**config.mk**
```make
export PLATFORM = sky130hd
export DESIGN_NAME = bresenham_line_rasterizer
export DESIGN_NICKNAME = d
export VERILOG_FILES = /design/src/sv/brl_pkg.sv /design/src/sv/brl_front.sv /design/src/sv/brl_queue.sv /design/src/sv/brl_back.sv /design/src/sv/bresenham_line_rasterizer.sv
export SDC_FILE = /design/constraint.sdc
export NUM_CORES = 1
export LEC_CHECK = 0
export ABC_AREA = 1
export BUFFER_PORTS_ARGS = -buffer_cell sky130_fd_sc_hd__buf_2
export CELL_PAD_IN_SITES_DETAIL_PLACEMENT = 1
export CELL_PAD_IN_SITES_GLOBAL_PLACEMENT = 1
export CORE_MARGIN = 3
export CORE_UTILIZATION = 55
export CTS_BUF_LIST = sky130_fd_sc_hd__clkbuf_2 sky130_fd_sc_hd__clkbuf_4 sky130_fd_sc_hd__clkbuf_8
export DETAILED_ROUTE_END_ITERATION = 10
export PLACE_DENSITY = 0.84
export SLEW_MARGIN = 10
export SYNTH_ARGS = -nofsm -noshare
export SYNTH_HDL_FRONTEND = slang
export SYNTH_SLANG_ARGS = --single-unit
```
**constraint.sdc**
```tcl
create_clock -name clock -period 10.78 [get_ports clock]
set_clock_uncertainty 0.1 [all_clocks]
set_input_delay 1.617 -clock clock [delete_from_list [all_inputs] [get_ports clock]]
set_output_delay 1.617 -clock clock [all_outputs]
set_load 0.05 [all_outputs]
```
**src/sv/brl_pkg.sv**
```systemverilog
// ----------------------------------------------------------------------------
// brl_pkg
// shared types and constants of the line rasterizer: coordinate widths,
// transaction payloads and the command word between front and back
// ----------------------------------------------------------------------------
package brl_pkg;

   localparam int COORD_BITS = 12;
   localparam int DELTA_BITS = COORD_BITS + 1;
   localparam int ERROR_BITS = COORD_BITS + 4;
   localparam int COLOR_BITS = 24;

   typedef enum logic {
      OP_LOAD = 1'b0,
      OP_TICK = 1'b1
   } op_type;

   typedef logic signed [COORD_BITS-1:0] coord_type;
   typedef logic        [DELTA_BITS-1:0] delta_type;
   typedef logic signed [ERROR_BITS-1:0] error_type;
   typedef logic        [COLOR_BITS-1:0] color_type;

   typedef struct packed {
      op_type    op;
      coord_type x_a;
      coord_type y_a;
      coord_type x_b;
      coord_type y_b;
      color_type line_color;
   } req_type;

   typedef struct packed {
      coord_type pix_x;
      coord_type pix_y;
      color_type pix_color;
      logic      last;
   } rsp_type;

   typedef struct packed {
      logic      is_load;
      logic      major_is_y;
      logic      minor_dir_neg;
      coord_type start_major;
      coord_type start_minor;
      delta_type delta_major;
      delta_type delta_minor;
      color_type color;
   } cmd_type;

endpackage

```
**src/sv/brl_front.sv**
```systemverilog
// ----------------------------------------------------------------------------
// brl_front
// accepts transactions, classifies load and tick, and works out the major
// axis, start point, deltas and minor direction of a new line
// ----------------------------------------------------------------------------
module brl_front (
   input  logic             clock,
   input  logic             reset,
   input  logic             push,
   output logic             full,
   input  brl_pkg::req_type req_data,
   output logic             cmd_valid,
   input  logic             cmd_full,
   output brl_pkg::cmd_type cmd_data
);
   import brl_pkg::*;

   logic      valid_ff, valid_in;
   cmd_type   cmd_ff, cmd_in;
   logic      accept, advance;

   logic signed [DELTA_BITS-1:0] dx, dy, dmaj_s, dmin_s;
   delta_type adx, ady;
   logic      major_y, fwd;

   assign advance = valid_ff && !cmd_full;
   assign full    = valid_ff && cmd_full;
   assign accept  = push && !full;

   always_comb begin
      dx      = DELTA_BITS'(req_data.x_b) - DELTA_BITS'(req_data.x_a);
      dy      = DELTA_BITS'(req_data.y_b) - DELTA_BITS'(req_data.y_a);
      adx     = dx[DELTA_BITS-1] ? delta_type'(-dx) : delta_type'(dx);
      ady     = dy[DELTA_BITS-1] ? delta_type'(-dy) : delta_type'(dy);
      major_y = !(adx > ady);
      dmaj_s  = major_y ? dy : dx;
      dmin_s  = major_y ? dx : dy;
      fwd     = !dmaj_s[DELTA_BITS-1];

      cmd_in.is_load    = (req_data.op == OP_LOAD);
      cmd_in.major_is_y = major_y;
      cmd_in.minor_dir_neg = fwd ? dmin_s[DELTA_BITS-1]
                                 : (!dmin_s[DELTA_BITS-1] && (dmin_s != '0));
      if (major_y) begin
         cmd_in.start_major = fwd ? req_data.y_a : req_data.y_b;
         cmd_in.start_minor = fwd ? req_data.x_a : req_data.x_b;
         cmd_in.delta_major = ady;
         cmd_in.delta_minor = adx;
      end else begin
         cmd_in.start_major = fwd ? req_data.x_a : req_data.x_b;
         cmd_in.start_minor = fwd ? req_data.y_a : req_data.y_b;
         cmd_in.delta_major = adx;
         cmd_in.delta_minor = ady;
      end
      cmd_in.color = req_data.line_color;
   end

   always_comb begin
      priority if (accept) begin
         valid_in = 1'b1;
      end else if (advance) begin
         valid_in = 1'b0;
      end else begin
         valid_in = valid_ff;
      end
   end

   always_ff @(posedge clock) begin
      if (reset) begin
         valid_ff <= 1'b0;
      end else begin
         valid_ff <= valid_in;
      end
   end

   always_ff @(posedge clock) begin
      if (accept) begin
         cmd_ff <= cmd_in;
      end
   end

   assign cmd_valid = valid_ff;
   assign cmd_data  = cmd_ff;

endmodule

```
**src/sv/brl_queue.sv**
```systemverilog
// ----------------------------------------------------------------------------
// brl_queue
// small command queue between front and back, register based
// ----------------------------------------------------------------------------
module brl_queue #(
   parameter int DEPTH = 4
) (
   input  logic             clock,
   input  logic             reset,
   input  logic             wr_en,
   input  brl_pkg::cmd_type wr_data,
   output logic             q_full,
   output logic             q_valid,
   input  logic             rd_en,
   output brl_pkg::cmd_type rd_data
);
   import brl_pkg::*;

   localparam int PTR_BITS = $clog2(DEPTH);
   localparam int CNT_BITS = $clog2(DEPTH + 1);

   cmd_type             entry_ff [DEPTH];
   logic [PTR_BITS-1:0] wr_ptr_ff, wr_ptr_in, rd_ptr_ff, rd_ptr_in;
   logic [CNT_BITS-1:0] count_ff, count_in;

   assign q_full  = (count_ff == CNT_BITS'(DEPTH));
   assign q_valid = (count_ff != '0);
   assign rd_data = entry_ff[rd_ptr_ff];

   always_comb begin
      wr_ptr_in = wr_ptr_ff;
      rd_ptr_in = rd_ptr_ff;
      count_in  = count_ff;
      if (wr_en) begin
         wr_ptr_in = (wr_ptr_ff == PTR_BITS'(DEPTH - 1)) ? '0 : wr_ptr_ff + PTR_BITS'(1);
      end
      if (rd_en) begin
         rd_ptr_in = (rd_ptr_ff == PTR_BITS'(DEPTH - 1)) ? '0 : rd_ptr_ff + PTR_BITS'(1);
      end
      unique case ({wr_en, rd_en})
         2'b10:   count_in = count_ff + CNT_BITS'(1);
         2'b01:   count_in = count_ff - CNT_BITS'(1);
         default: count_in = count_ff;
      endcase
   end

   always_ff @(posedge clock) begin
      if (reset) begin
         wr_ptr_ff <= '0;
         rd_ptr_ff <= '0;
         count_ff  <= '0;
      end else begin
         wr_ptr_ff <= wr_ptr_in;
         rd_ptr_ff <= rd_ptr_in;
         count_ff  <= count_in;
      end
   end

   always_ff @(posedge clock) begin
      if (wr_en) begin
         entry_ff[wr_ptr_ff] <= wr_data;
      end
   end

`ifndef SYNTHESIS
   a_no_write_when_full: assert property (@(posedge clock) disable iff (reset)
      !(wr_en && q_full && !rd_en))
      else $error("queue written while full");

   a_no_read_when_empty: assert property (@(posedge clock) disable iff (reset)
      !(rd_en && !q_valid))
      else $error("queue read while empty");
`endif

endmodule

```
**src/sv/brl_back.sv**
```systemverilog
// ----------------------------------------------------------------------------
// brl_back
// line stepper: loads a prepared line, emits one pixel per tick while a
// line is active, and holds the pixel in an output register
// ----------------------------------------------------------------------------
module brl_back (
   input  logic             clock,
   input  logic             reset,
   input  logic             cmd_valid,
   input  brl_pkg::cmd_type cmd_data,
   output logic             cmd_pop,
   output logic             empty,
   input  logic             pop,
   output brl_pkg::rsp_type rsp_data
);
   import brl_pkg::*;

   delta_type remain_ff, remain_in;
   logic      out_valid_ff, out_valid_in;
   rsp_type   out_ff;
   coord_type cur_major_ff, cur_minor_ff;
   delta_type dmaj_ff, dmin_ff;
   error_type err_ff, err_load, err_step;
   logic      dir_neg_ff, major_y_ff;
   color_type color_ff;

   logic      out_free, do_load, do_emit, err_pos, emit_last;
   rsp_type   pix;

   assign out_free  = !out_valid_ff || pop;
   assign cmd_pop   = cmd_valid && out_free;
   assign do_load   = cmd_pop && cmd_data.is_load;
   assign do_emit   = cmd_pop && !cmd_data.is_load && (remain_ff != '0);
   assign emit_last = (remain_ff == DELTA_BITS'(1));
   assign err_pos   = !err_ff[ERROR_BITS-1] && (err_ff != '0);

   always_comb begin
      err_load = ERROR_BITS'({cmd_data.delta_minor, 1'b0})
               - ERROR_BITS'(cmd_data.delta_major);
      err_step = err_ff + ERROR_BITS'({dmin_ff, 1'b0});
      if (err_pos) begin
         err_step = err_step - ERROR_BITS'({dmaj_ff, 1'b0});
      end
      pix.pix_x     = major_y_ff ? cur_minor_ff : cur_major_ff;
      pix.pix_y     = major_y_ff ? cur_major_ff : cur_minor_ff;
      pix.pix_color = color_ff;
      pix.last      = emit_last;
   end

   always_comb begin
      priority if (do_load) begin
         remain_in = cmd_data.delta_major;
      end else if (do_emit) begin
         remain_in = remain_ff - DELTA_BITS'(1);
      end else begin
         remain_in = remain_ff;
      end
      priority if (do_emit) begin
         out_valid_in = 1'b1;
      end else if (pop) begin
         out_valid_in = 1'b0;
      end else begin
         out_valid_in = out_valid_ff;
      end
   end

   always_ff @(posedge clock) begin
      if (reset) begin
         remain_ff    <= '0;
         out_valid_ff <= 1'b0;
      end else begin
         remain_ff    <= remain_in;
         out_valid_ff <= out_valid_in;
      end
   end

   always_ff @(posedge clock) begin
      if (do_load) begin
         cur_major_ff <= cmd_data.start_major;
         cur_minor_ff <= cmd_data.start_minor;
         dmaj_ff      <= cmd_data.delta_major;
         dmin_ff      <= cmd_data.delta_minor;
         err_ff       <= err_load;
         dir_neg_ff   <= cmd_data.minor_dir_neg;
         major_y_ff   <= cmd_data.major_is_y;
         color_ff     <= cmd_data.color;
      end else if (do_emit) begin
         cur_major_ff <= cur_major_ff + COORD_BITS'(1);
         if (err_pos) begin
            cur_minor_ff <= dir_neg_ff ? cur_minor_ff - COORD_BITS'(1)
                                       : cur_minor_ff + COORD_BITS'(1);
         end
         err_ff <= err_step;
      end
      if (do_emit) begin
         out_ff <= pix;
      end
   end

   assign empty    = !out_valid_ff;
   assign rsp_data = out_ff;

`ifndef SYNTHESIS
   a_remain_bounded: assert property (@(posedge clock) disable iff (reset)
      (remain_ff != '0) |-> (remain_ff <= dmaj_ff))
      else $error("remaining pixel count exceeds line length");

   a_last_ends_line: assert property (@(posedge clock) disable iff (reset)
      (do_emit && emit_last) |=> (remain_ff == '0))
      else $error("line still active after last pixel");

   a_emit_fills_output: assert property (@(posedge clock) disable iff (reset)
      do_emit |=> (out_valid_ff && (out_ff.last == $past(emit_last))))
      else $error("emitted pixel not held in output register");
`endif

endmodule

```
**src/sv/bresenham_line_rasterizer.sv**
```systemverilog
// path: a transaction passes the front register, a command queue entry and the
// output register; throughput: one transaction per cycle, set by the single-step
// error adder in the back stepper, while no full queue or unpopped pixel stalls it;
// loads and ticks with no active line give no pixel
// reset: synchronous, clears the queue, valid flags and the active line;
// no clearing pass, ready right after reset
// ----------------------------------------------------------------------------
// bresenham_line_rasterizer
// integer line stepper with decoupled classify front and stepping back end
// ----------------------------------------------------------------------------
module bresenham_line_rasterizer #(
   parameter int QUEUE_DEPTH = 4
) (
   input  logic             clock,
   input  logic             reset,
   input  logic             push,
   output logic             full,
   input  brl_pkg::req_type req_data,
   output logic             empty,
   input  logic             pop,
   output brl_pkg::rsp_type rsp_data
);
   import brl_pkg::*;

   logic    front_valid, q_full, q_valid, q_pop;
   cmd_type front_cmd, q_cmd;

   brl_front u_front (
      .clock     (clock),
      .reset     (reset),
      .push      (push),
      .full      (full),
      .req_data  (req_data),
      .cmd_valid (front_valid),
      .cmd_full  (q_full),
      .cmd_data  (front_cmd)
   );

   brl_queue #(
      .DEPTH (QUEUE_DEPTH)
   ) u_queue (
      .clock   (clock),
      .reset   (reset),
      .wr_en   (front_valid && !q_full),
      .wr_data (front_cmd),
      .q_full  (q_full),
      .q_valid (q_valid),
      .rd_en   (q_pop),
      .rd_data (q_cmd)
   );

   brl_back u_back (
      .clock     (clock),
      .reset     (reset),
      .cmd_valid (q_valid),
      .cmd_data  (q_cmd),
      .cmd_pop   (q_pop),
      .empty     (empty),
      .pop       (pop),
      .rsp_data  (rsp_data)
   );

endmodule

```
# ---- Word-level counts from Yosys, hierarchy flattened
# Memories as Yosys holds them, arrays and structs flattened. A register that Yosys moved wholly into a read port is not among the register bits.
# Index checks and enable logic that the tools add are counted.
dict set report word_totals {
  reg_bits 240
  ramBits 308
  input_bits 77
  wordCells 109
  mem_count 1
}
# name words width rd rd_clocked_by_memory_dff wr line_no
set memory_table {}
lappend memory_table {u_queue.entry_ff 4 77 1 1 1 brl_queue.sv:22} ;# cmd_type entry_ff [DEPTH];
dict set report classes {
  add_sub_neg 15
  n_lt_le_gt_ge 1
  n_eq_ne 6
  n_mux 32
  bitwise_logic 1
  n_reduce_logical 27
}
# operator n
set ops {}
lappend ops {{$mux 12} 10}
lappend ops {{$mux 13} 6}
lappend ops {{$mux 50} 1}
lappend ops {{$mux 16} 3}
lappend ops {{$neg 13->13} 2}
lappend ops {{$reduce_bool 13->1} 2}
lappend ops {{$sub 12x12->13} 2}
lappend ops {{$add 12x2->12 const B} 2}
lappend ops {{$add 16x14->16} 1}
lappend ops {{$reduce_bool 16->1} 1}
lappend ops {{$sub 16x14->16} 1}
lappend ops {{$sub 14x13->15} 1}
lappend ops {{$eq 13x1->1 const B} 1}
lappend ops {{$gt 13x13->1} 1}
lappend ops {{$sub 13x1->13 const B} 1}
lappend ops {{$sub 12x2->12 const B} 1}
lappend ops {{$reduce_bool 2->1} 5}
lappend ops {{$logic_and 1x1->1} 9}
lappend ops {{$mux 2} 4}
lappend ops {{$logic_not 1->1} 7}
lappend ops {{$mux 1} 7}
lappend ops {{$eq 2x2->1 const B} 3}
lappend ops {{$pmux 3 s2} 1}
lappend ops {{$add 2x1->2 const B} 2}
lappend ops {{other kinds (8)} 8}

# ---- Depth between registers and ports, before layout
# Gate-level depths: netlist of the first run.
dict set report logic_depth {
  ltp_word 8
  mapped_depth 32
  depth_no_buf 31
}

# ---- Hierarchy
# Synthesis of the first run repeated with hierarchy kept, for this count alone.
dict set report hier_totals {
  hier_cells 2536
  area_unflattened_um2 26450.4
}
# mod instances cells_per_inst area_per_inst_um2 seq_area_each_um2
set by_module_without_submodules {}
lappend by_module_without_submodules {brl_queue 1 804 11876.4 9429.0}
lappend by_module_without_submodules {brl_back 1 954 8768.4 4514.3}
lappend by_module_without_submodules {brl_front 1 776 5795.6 2332.2}
lappend by_module_without_submodules {bresenham_line_rasterizer 1 2 10.0 0.0}

# ---- Least setup slack after synthesis of the first run
# No wires, ideal clock.
dict set report synth_path {
  kind {input-to-reg}
  startpoint {input port req_data[36] (netlist bit)}
  endpoint {register u_front.cmd_ff, in the netlist u_front.cmd_data[53], data pin}
  setup_time_ns 0.254
  arrival_time_ns 4.791
  slack_ns 5.635
  stages 30
  path_cell_list {inv_1 ha_1 fa_1 inv_1 nand3_1 nand2_1 nand3_1 nand3_1 nand2_1 nand2_4 inv_2 buf_6 nand2_1 nand3_1 nand2_1 inv_1 ha_1 nand2_1 inv_1 nand3_1 nor2_1 o21ai_1 nand2_2 nand2_4 inv_4 nand2_4 buf_2 nand3b_1 nand3_1 nand2_1}
}
# item line_no
set synth_rtl {}
lappend synth_rtl {{from (decl)} bresenham_line_rasterizer.sv:18} ;# input brl_pkg::req_type req_data,
lappend synth_rtl {{to (signal assigned)} brl_front.sv:78} ;# cmd_ff <= cmd_in;
lappend synth_rtl {{to (decl)} brl_front.sv:19} ;# cmd_type cmd_ff, cmd_in;

==> results of run 1 <==
[routing by layer]
layer  share of wire  routed length (um)  vias to the layer above
li1                -                   -                     9018
met1            0.41               30970                     9762
met2            0.50               38220                      680
met3           0.059                4528                      166
met4           0.036                2721                        2
met5         0.00020                  15                        -
[worst max-delay path, delay by kind of cell]
| family | cells | cell delay [ns] |
|---|---|---|
| adders and majority gates | 3 | 0.99 |
| buffers and inverters | 6 | 0.89 |
| and+or+nand+nor | 20 | 2.92 |
| AOI/OAI and AO/OA | 1 | 0.12 |
[cell usage in the layout, fill, tap and decap left out, types with 39 or more instances in the layout]
| cell type | count |
|---|---|
| o22ai_1 | 58 |
| xor2_1 | 39 |
| nand3_1 | 164 |
| buf_2 | 127 |
| edfxtp_1 | 526 |
| o21ai_0 | 205 |
| nand2_1 | 508 |
| a21oi_1 | 108 |
| ha_1 | 96 |
| clkbuf_8 | 88 |
| nor2_1 | 249 |
| inv_1 | 215 |
[logic make-up after synthesis]
group | Yosys count
compound gates | 442
xor+xnor | 52
fa+ha+maj | 103
buf+inv | 314
flops | 550
mux | 2
simple gates | 1031
[worst paths after layout]
path                            from                   end  slack [ns]
setup / recovery        req_data[36]  u_front.cmd_data[58]        4.52
setup reg to reg                flop      u_back.err_ff[5]        5.68
hold / removal    u_back.color_ff[6]    u_back.rsp_data[7]        0.32
hold reg to reg   u_back.color_ff[6]    u_back.rsp_data[7]        0.32
[state kept, by name, indices dropped and copies added, names as in the netlist, 13 cells and up, named ones only]
name              cells
u_back.dmaj_ff       13
u_front.cmd_data     77
u_back.dmin_ff       13
u_back.color_ff      24
u_back.rsp_data      49
u_back.err_ff        16
u_queue.entry_ff    308
u_back.remain_ff     13
[final cells by class]
type | count | area share
flip-flops and latches | 550 | 0.5602
inverters | 229 | 0.02996
multi-input cells | 1630 | 0.3012
diodes | 1 | 0.00008610
repair buffers | 143 | 0.02626
well taps | 607 | 0.02613
clock inverters | 39 | 0.009643
clock buffers | 107 | 0.04658
[power groups by stage]
stage | Combinational, mW | Clock (mW) | Sequential, mW
after detailed placement | 4.82 | 0 | 3.66
after CTS | 4.91 | 1.76 | 3.64
after global routing | 5.48 | 1.86 | 3.68
final | 4.96 | 1.74 | 3.63
after floorplan | 3.22 | 0 | 3.83
after global placement | 4.55 | 0 | 3.61
[per-stage QoR]
step                total power [mW]    util  cells  area (um^2)  hold WS [ns]
finish                         10.34  0.6203   3306        29060        0.3159
global route                   11.02  0.6203   3306        29060        0.3123
CTS                            10.32  0.6200   3304        29050        0.3178
detailed placement             8.484  0.5851   3158        27410        0.3059
global placement               8.160  0.5851   3158        27410        0.3012
floorplan                      7.045       -   2494        26270        0.3003
==> flow_metrics.tcl, run 1 <==
set metrics [dict create \
    p_switching_mw 4.696 \
    slew_headroom 0.2594 \
    die_w_um 224.5 \
    cts_sinks 550 \
    synthXorXnorAreaFrac 0.01762 \
    grt_usage 0.3034 \
    crit_type "input pin to flop" \
    setup_viol 0 \
    via_count 19630 \
    place_hpwl_mm 50.50 \
    antenna_found_initial 2 \
    insertion_delay_ns 0.68 \
    syn_inst 2494 \
    hold_buffers 0 \
    required_ns 11.07 \
    grt_pass1_wl_mm 117.7 \
    max_stage_delay_ns 0.55 \
    netlist.area_leader.share 0.6013 \
    portBuffers 127 \
    grt_pass1_vias 20900 \
    rsz0062_at_grt "no" \
    yosys.area.top_type "edfxtp_1" \
    swShare 0.4544 \
    yosys-mux-area-fraction 0.0007621 \
    power.density_nw_per_um2 355.6 \
    fp.dieArea_um2 50420 \
    synth.distinct_cells 56 \
    period_minus_slack_ns 6.262 \
    nFillCells 5081 \
    top_usage_layer "met2" \
    setup_tns_ns 0 \
    status "finished clean" \
    synth_compound_area_frac 0.09431 \
    hold_depth 0 \
    netlist_area_um2 26270 \
    tightest_slew_ns 1.111 \
    met3_usage 0.04777 \
    ctsHtreeMaxLevel 3 \
    grt_max_degree 106 \
    maxCapViolCount 0 \
    area_delta_synth_final_pct 10.65 \
    numCtsBuffers 85 \
    hold_viol 0 \
    cts.clk_slew.worst_paths_ns 0.07 \
    drcViolationCount 0 \
    synth_fa_ha_area_frac 0.05106 \
    cp_common_cell "nand2_1" \
    overflow 0 \
    synth_edf_count 526 \
    p_leak_nw 11.66 \
    synth_flop_cell "edfxtp_1" \
    clock.fmax_mhz 159.7 \
    gp_congestion 0.9635 \
    antenna_left 0 \
    grtUsageMet1 0.3931 \
    synth_nets 2674 \
    synthSimpleGateAreaFrac 0.1683 \
    clockPowerShare 0.169 \
    cts_buffer_depth 3 \
    firstDrtPassIters 7 \
    dp_slack_ns 3.916 \
    yosysMostFrequentCell "edfxtp_1" \
    synth_common_cells "edfxtp_1 (526), nand2_1 (508), nor2_1 (253)" \
    yosys_warnings 0 \
    die_y_um 224.5 \
    start_util 0.5606 \
    io_pins 128 \
    p_comb_frac 0.480 \
    synth_top_family_by_area "simple AND/OR/NAND/NOR gates" \
    worst_path_max_delay_cell "inv_4" \
    use_met2 0.5151 \
    worstPathMaxFanout 53 \
    core_area_um2 46850 \
    cts_setup_buffers 0 \
    peakVddDrop_mv 0.1859 \
    r2r_cells 11 \
    hp-class "flop to flop" \
    finalCritPeriodShare 0.5809 \
    cts_tree "built" \
    drtIter0Drc 1542 \
    drive_gt1_frac 0.1223 \
    multiInputGateArea_um2 8753 \
    totalWireLength_mm 76.45 \
    ys_ff_latch 550 \
    vias_per_cell 5.937 \
    finalNetCount 2819 \
    synth_area_leaders "edfxtp_1 (60%), nand2_1 (7.3%), ha_1 (4.6%), o21ai_0 (3.9%), nor2_1 (3.6%)" \
    ys_async_sr_fraction 0 \
    intPower_mw 5.639 \
    fin_ws_ns 4.518 \
    cp-end-kind "flop" \
    row_count 79 \
    arrival_ns 6.55 \
    yosysSeqAreaShare 0.6196 \
    seq_power_share 0.351 \
    final_max_slew_viol_count 0 \
    cts-root-buf "clkbuf_8" \
    cts-resized-gates 0 \
    start_kind "input pin" \
    ff_latch_area_um2 16280 \
    wl_per_cell_um 23.13 \
    avgSynthCellArea_um2 10.53 \
]
(Power assumes the default switching activity.)
==> inputs of run 2 (changes only) <==
--- a/config.mk
+++ b/config.mk
@@ -5,15 +5,15 @@
 export SDC_FILE = /design/constraint.sdc
 export NUM_CORES = 1
 export LEC_CHECK = 0
-export ABC_AREA = 1
+export ABC_AREA = 0
 export BUFFER_PORTS_ARGS = -buffer_cell sky130_fd_sc_hd__buf_2
 export CELL_PAD_IN_SITES_DETAIL_PLACEMENT = 1
 export CELL_PAD_IN_SITES_GLOBAL_PLACEMENT = 1
 export CORE_MARGIN = 3
-export CORE_UTILIZATION = 55
+export CORE_UTILIZATION = 48
 export CTS_BUF_LIST = sky130_fd_sc_hd__clkbuf_2 sky130_fd_sc_hd__clkbuf_4 sky130_fd_sc_hd__clkbuf_8
 export DETAILED_ROUTE_END_ITERATION = 10
-export PLACE_DENSITY = 0.84
+export PLACE_DENSITY = 0.74
 export SLEW_MARGIN = 10
 export SYNTH_ARGS = -nofsm -noshare
 export SYNTH_HDL_FRONTEND = slang
==> constraint.sdc (replaced) <==
create_clock -name clock -period 5.4 [get_ports clock]
set_clock_uncertainty 0.1 [all_clocks]
set_input_delay 0.81 -clock clock [delete_from_list [all_inputs] [get_ports clock]]
set_output_delay 0.81 -clock clock [all_outputs]
set_load 0.05 [all_outputs]
==> flow_metrics.tcl, run 2 <==
set metrics [dict create \
    firstDrtPassIters 5 \
    nFillCells 5091 \
    placed_cell_area_um2 27310 \
    fin_ws_ns 0.3689 \
    hold_buffers 0 \
    start_util 0.4890 \
    required_ns 5.86 \
    ys_async_sr_fraction 0 \
    synth_common_cells "edfxtp_1 (526), nor2_1 (114), a21oi_1 (113)" \
    area_delta_synth_final_pct 14.93 \
    cts-root-buf "clkbuf_8" \
    cts.clk_slew.worst_paths_ns 0.06 \
    setup_viol 0 \
    final_cell_area_um2 29070 \
    cts_tree "built" \
    reg2reg_to "u_back.err_ff[15]" \
    final_max_slew_viol_count 0 \
    dp_slack_ns -0.3166 \
    finalCritPeriodShare 0.9317 \
    cts_setup_buffers 0 \
    drtIter0Drc 924 \
    ys_ff_latch 550 \
    hold_viol 0 \
    peakVddDrop_mv 0.3011 \
    grt_pass1_wl_mm 94.36 \
    grt_pass1_vias 16800 \
    cp-end-kind "flop" \
    slew_headroom 0.3452 \
    hp-start "req_data[22]" \
    largest_reg_flops 308 \
    cts_buffer_depth 3 \
    yosysMostFrequentCell "edfxtp_1" \
    syn_inst 1748 \
    antenna_left 0 \
    rsz0062_at_grt "no" \
    synth_nets 1928 \
    insertion_delay_ns 0.68 \
    avgSynthCellArea_um2 14.47 \
    status "finished clean" \
    netlist_area_um2 25290 \
    yosysSeqAreaShare 0.6435 \
    fp.dieArea_um2 55480 \
    ctsHtreeMaxLevel 3 \
    synth_area_leaders "edfxtp_1 (62%), mux4_2 (6.9%), ha_1 (4.7%), a21oi_1 (2.2%), dfxtp_1 (1.9%)" \
    hp-class "input pin to flop" \
    grt_max_degree 56 \
    die_w_um 235.5 \
    place_hpwl_mm 42.18 \
    arrival_ns 5.49 \
    totalWireLength_mm 60.43 \
    cts-resized-gates 0 \
    row_count 83 \
    maxCapViolCount 0 \
    final_common_cell "edfxtp_1" \
    crit_type "input pin to flop" \
    core_area_um2 51720 \
    r2r_cells 15 \
    synth_edf_count 526 \
    grt_usage 0.2177 \
    vias_per_cell 5.652 \
    synth.distinct_cells 80 \
    die_y_um 235.5 \
    power.density_nw_per_um2 640.8 \
    final_cell_mix "edfxtp_1 (526), buf_2 (127), nor2_1 (114)" \
    drcViolationCount 0 \
    p_leak_nw 10.64 \
    antenna_found_initial 1 \
    yosys.area.top_type "edfxtp_1" \
    regMostFlops "u_queue.entry_ff" \
    hold_depth 1 \
    portBuffers 127 \
    overflow 0 \
    io_pins 128 \
    r2r_slack_ns 1.04 \
    gp_congestion 0.9075 \
    hold_slack_ns 0.1983 \
    start_kind "input pin" \
    drive_gt1_frac 0.2337 \
    finalNetCount 2175 \
    netlist.area_leader.share 0.6245 \
    yosys_warnings 0 \
    clock.fmax_mhz 198.8 \
    via_count 15530 \
    synth_flop_cell "edfxtp_1" \
    worstPathMaxFanout 12 \
    hold_path_end "u_front.cmd_data[22]" \
    period_minus_slack_ns 5.031 \
    numCtsBuffers 90 \
    tightest_slew_ns 0.9822 \
    wl_per_cell_um 21.99 \
    r2r_start "u_back.err_ff[1]" \
    cts_sinks 550 \
]
==> run 2: changes by cell type in the layout (fill, tap and decap cells not counted), sizes merged, moves of 26 or more <==
cell,change
nor2,-141
nand3b,-28
o21ai,-130
nand3,-138
inv,-116
xnor2,+36
nand2,-432
a211oi,+26
mux4,+77
mux2i,+39
buf,+67
o22ai,-56
==> run 2: cell type report <==
type | instances | area (um^2) | share of cell area
diodes | 1 | 2.502 | 0.00008610
well taps | 680 | 850.8 | 0.02927
clock buffers | 117 | 1454 | 0.05002
clock inverters | 47 | 300.3 | 0.01033
inverters | 111 | 417.9 | 0.01438
multi-input cells | 1032 | 8436 | 0.2902
repair buffers | 210 | 1321 | 0.04546
flip-flops and latches | 550 | 16280 | 0.5602
==> run 2: where the power goes <==
part,total (mW),internal (mW),switching (mW)
clock,3.53,1.88,1.66
combinational,8.10,3.28,4.82
sequential,6.99,6.29,0.706
total,18.6,11.4,7.19
==> run 2: metal layers <==
metal	share of wire	global-route usage	vias to the layer above
met5	0	0	-
met4	0.021	0.07190	0
met3	0.044	0.03843	78
met2	0.49	0.3627	357
met1	0.45	0.2919	7881
li1	-	-	7215
==> run 2: worst max-delay path by stage <==
stage / startpoint / endpoint / slack [ns] / cells past startpoint
final: req_data[24] / u_front.cmd_data[50] / 0.37 / 21
after CTS: req_data[24] / u_front.cmd_data[50] / 0.45 / 21
after global routing: req_data[24] / u_front.cmd_data[50] / 0.06 / 21
after detailed placement: req_data[24] / u_front.cmd_data[50] / -0.32 / 21
after global placement: req_data[64] / u_front.cmd_data[50] / -0.07 / 20
after floorplan: req_data[64] / u_front.cmd_data[61] / 0.14 / 20
==> run 2: cell families (layout without fill, tap and decap cells) <==
logic type,count (synthesis),after routing,share of synthesized area
flip-flops,550,550,0.6435
AND/OR/NAND/NOR,363,363,0.06753
AO/OA/AOI/OAI,342,342,0.08688
buffers and inverters,166,485,0.02533
multiplexers,140,140,0.09459
adder cells (fa/ha/maj),103,103,0.05303
XOR/XNOR,84,84,0.02909
other,0,1,0
==> run 2: worst max-delay path, cell delays in order <==
cell and delay, ns:
buf_2 0.07, inv_1 0.04, ha_1 0.24, fa_1 0.41, nor2b_1 0.17, o211ai_1 0.14
nor4b_1 0.19, a2111oi_2 0.35, buf_4 0.19, nand4_1 0.15, nor2_1 0.14, nand3_1 0.19
ha_1 0.40, nand3_1 0.11, nor3_1 0.28, a21boi_0 0.31, a2111oi_2 0.13, a31oi_4 0.26
buf_12 0.20, mux2i_1 0.49, buf_4 0.20
==> run 2: stage by stage <==
stage | total power [mW] | util | cells | setup TNS [ns]
global placement | 14.71 | 0.5280 | 2583 | -0.07373
global route | 19.84 | 0.5620 | 2748 | 0
CTS | 18.76 | 0.5620 | 2747 | 0
floorplan | 12.65 | - | 1748 | 0
detailed placement | 15.14 | 0.5280 | 2583 | -4.742
finish | 18.63 | 0.5620 | 2748 | 0
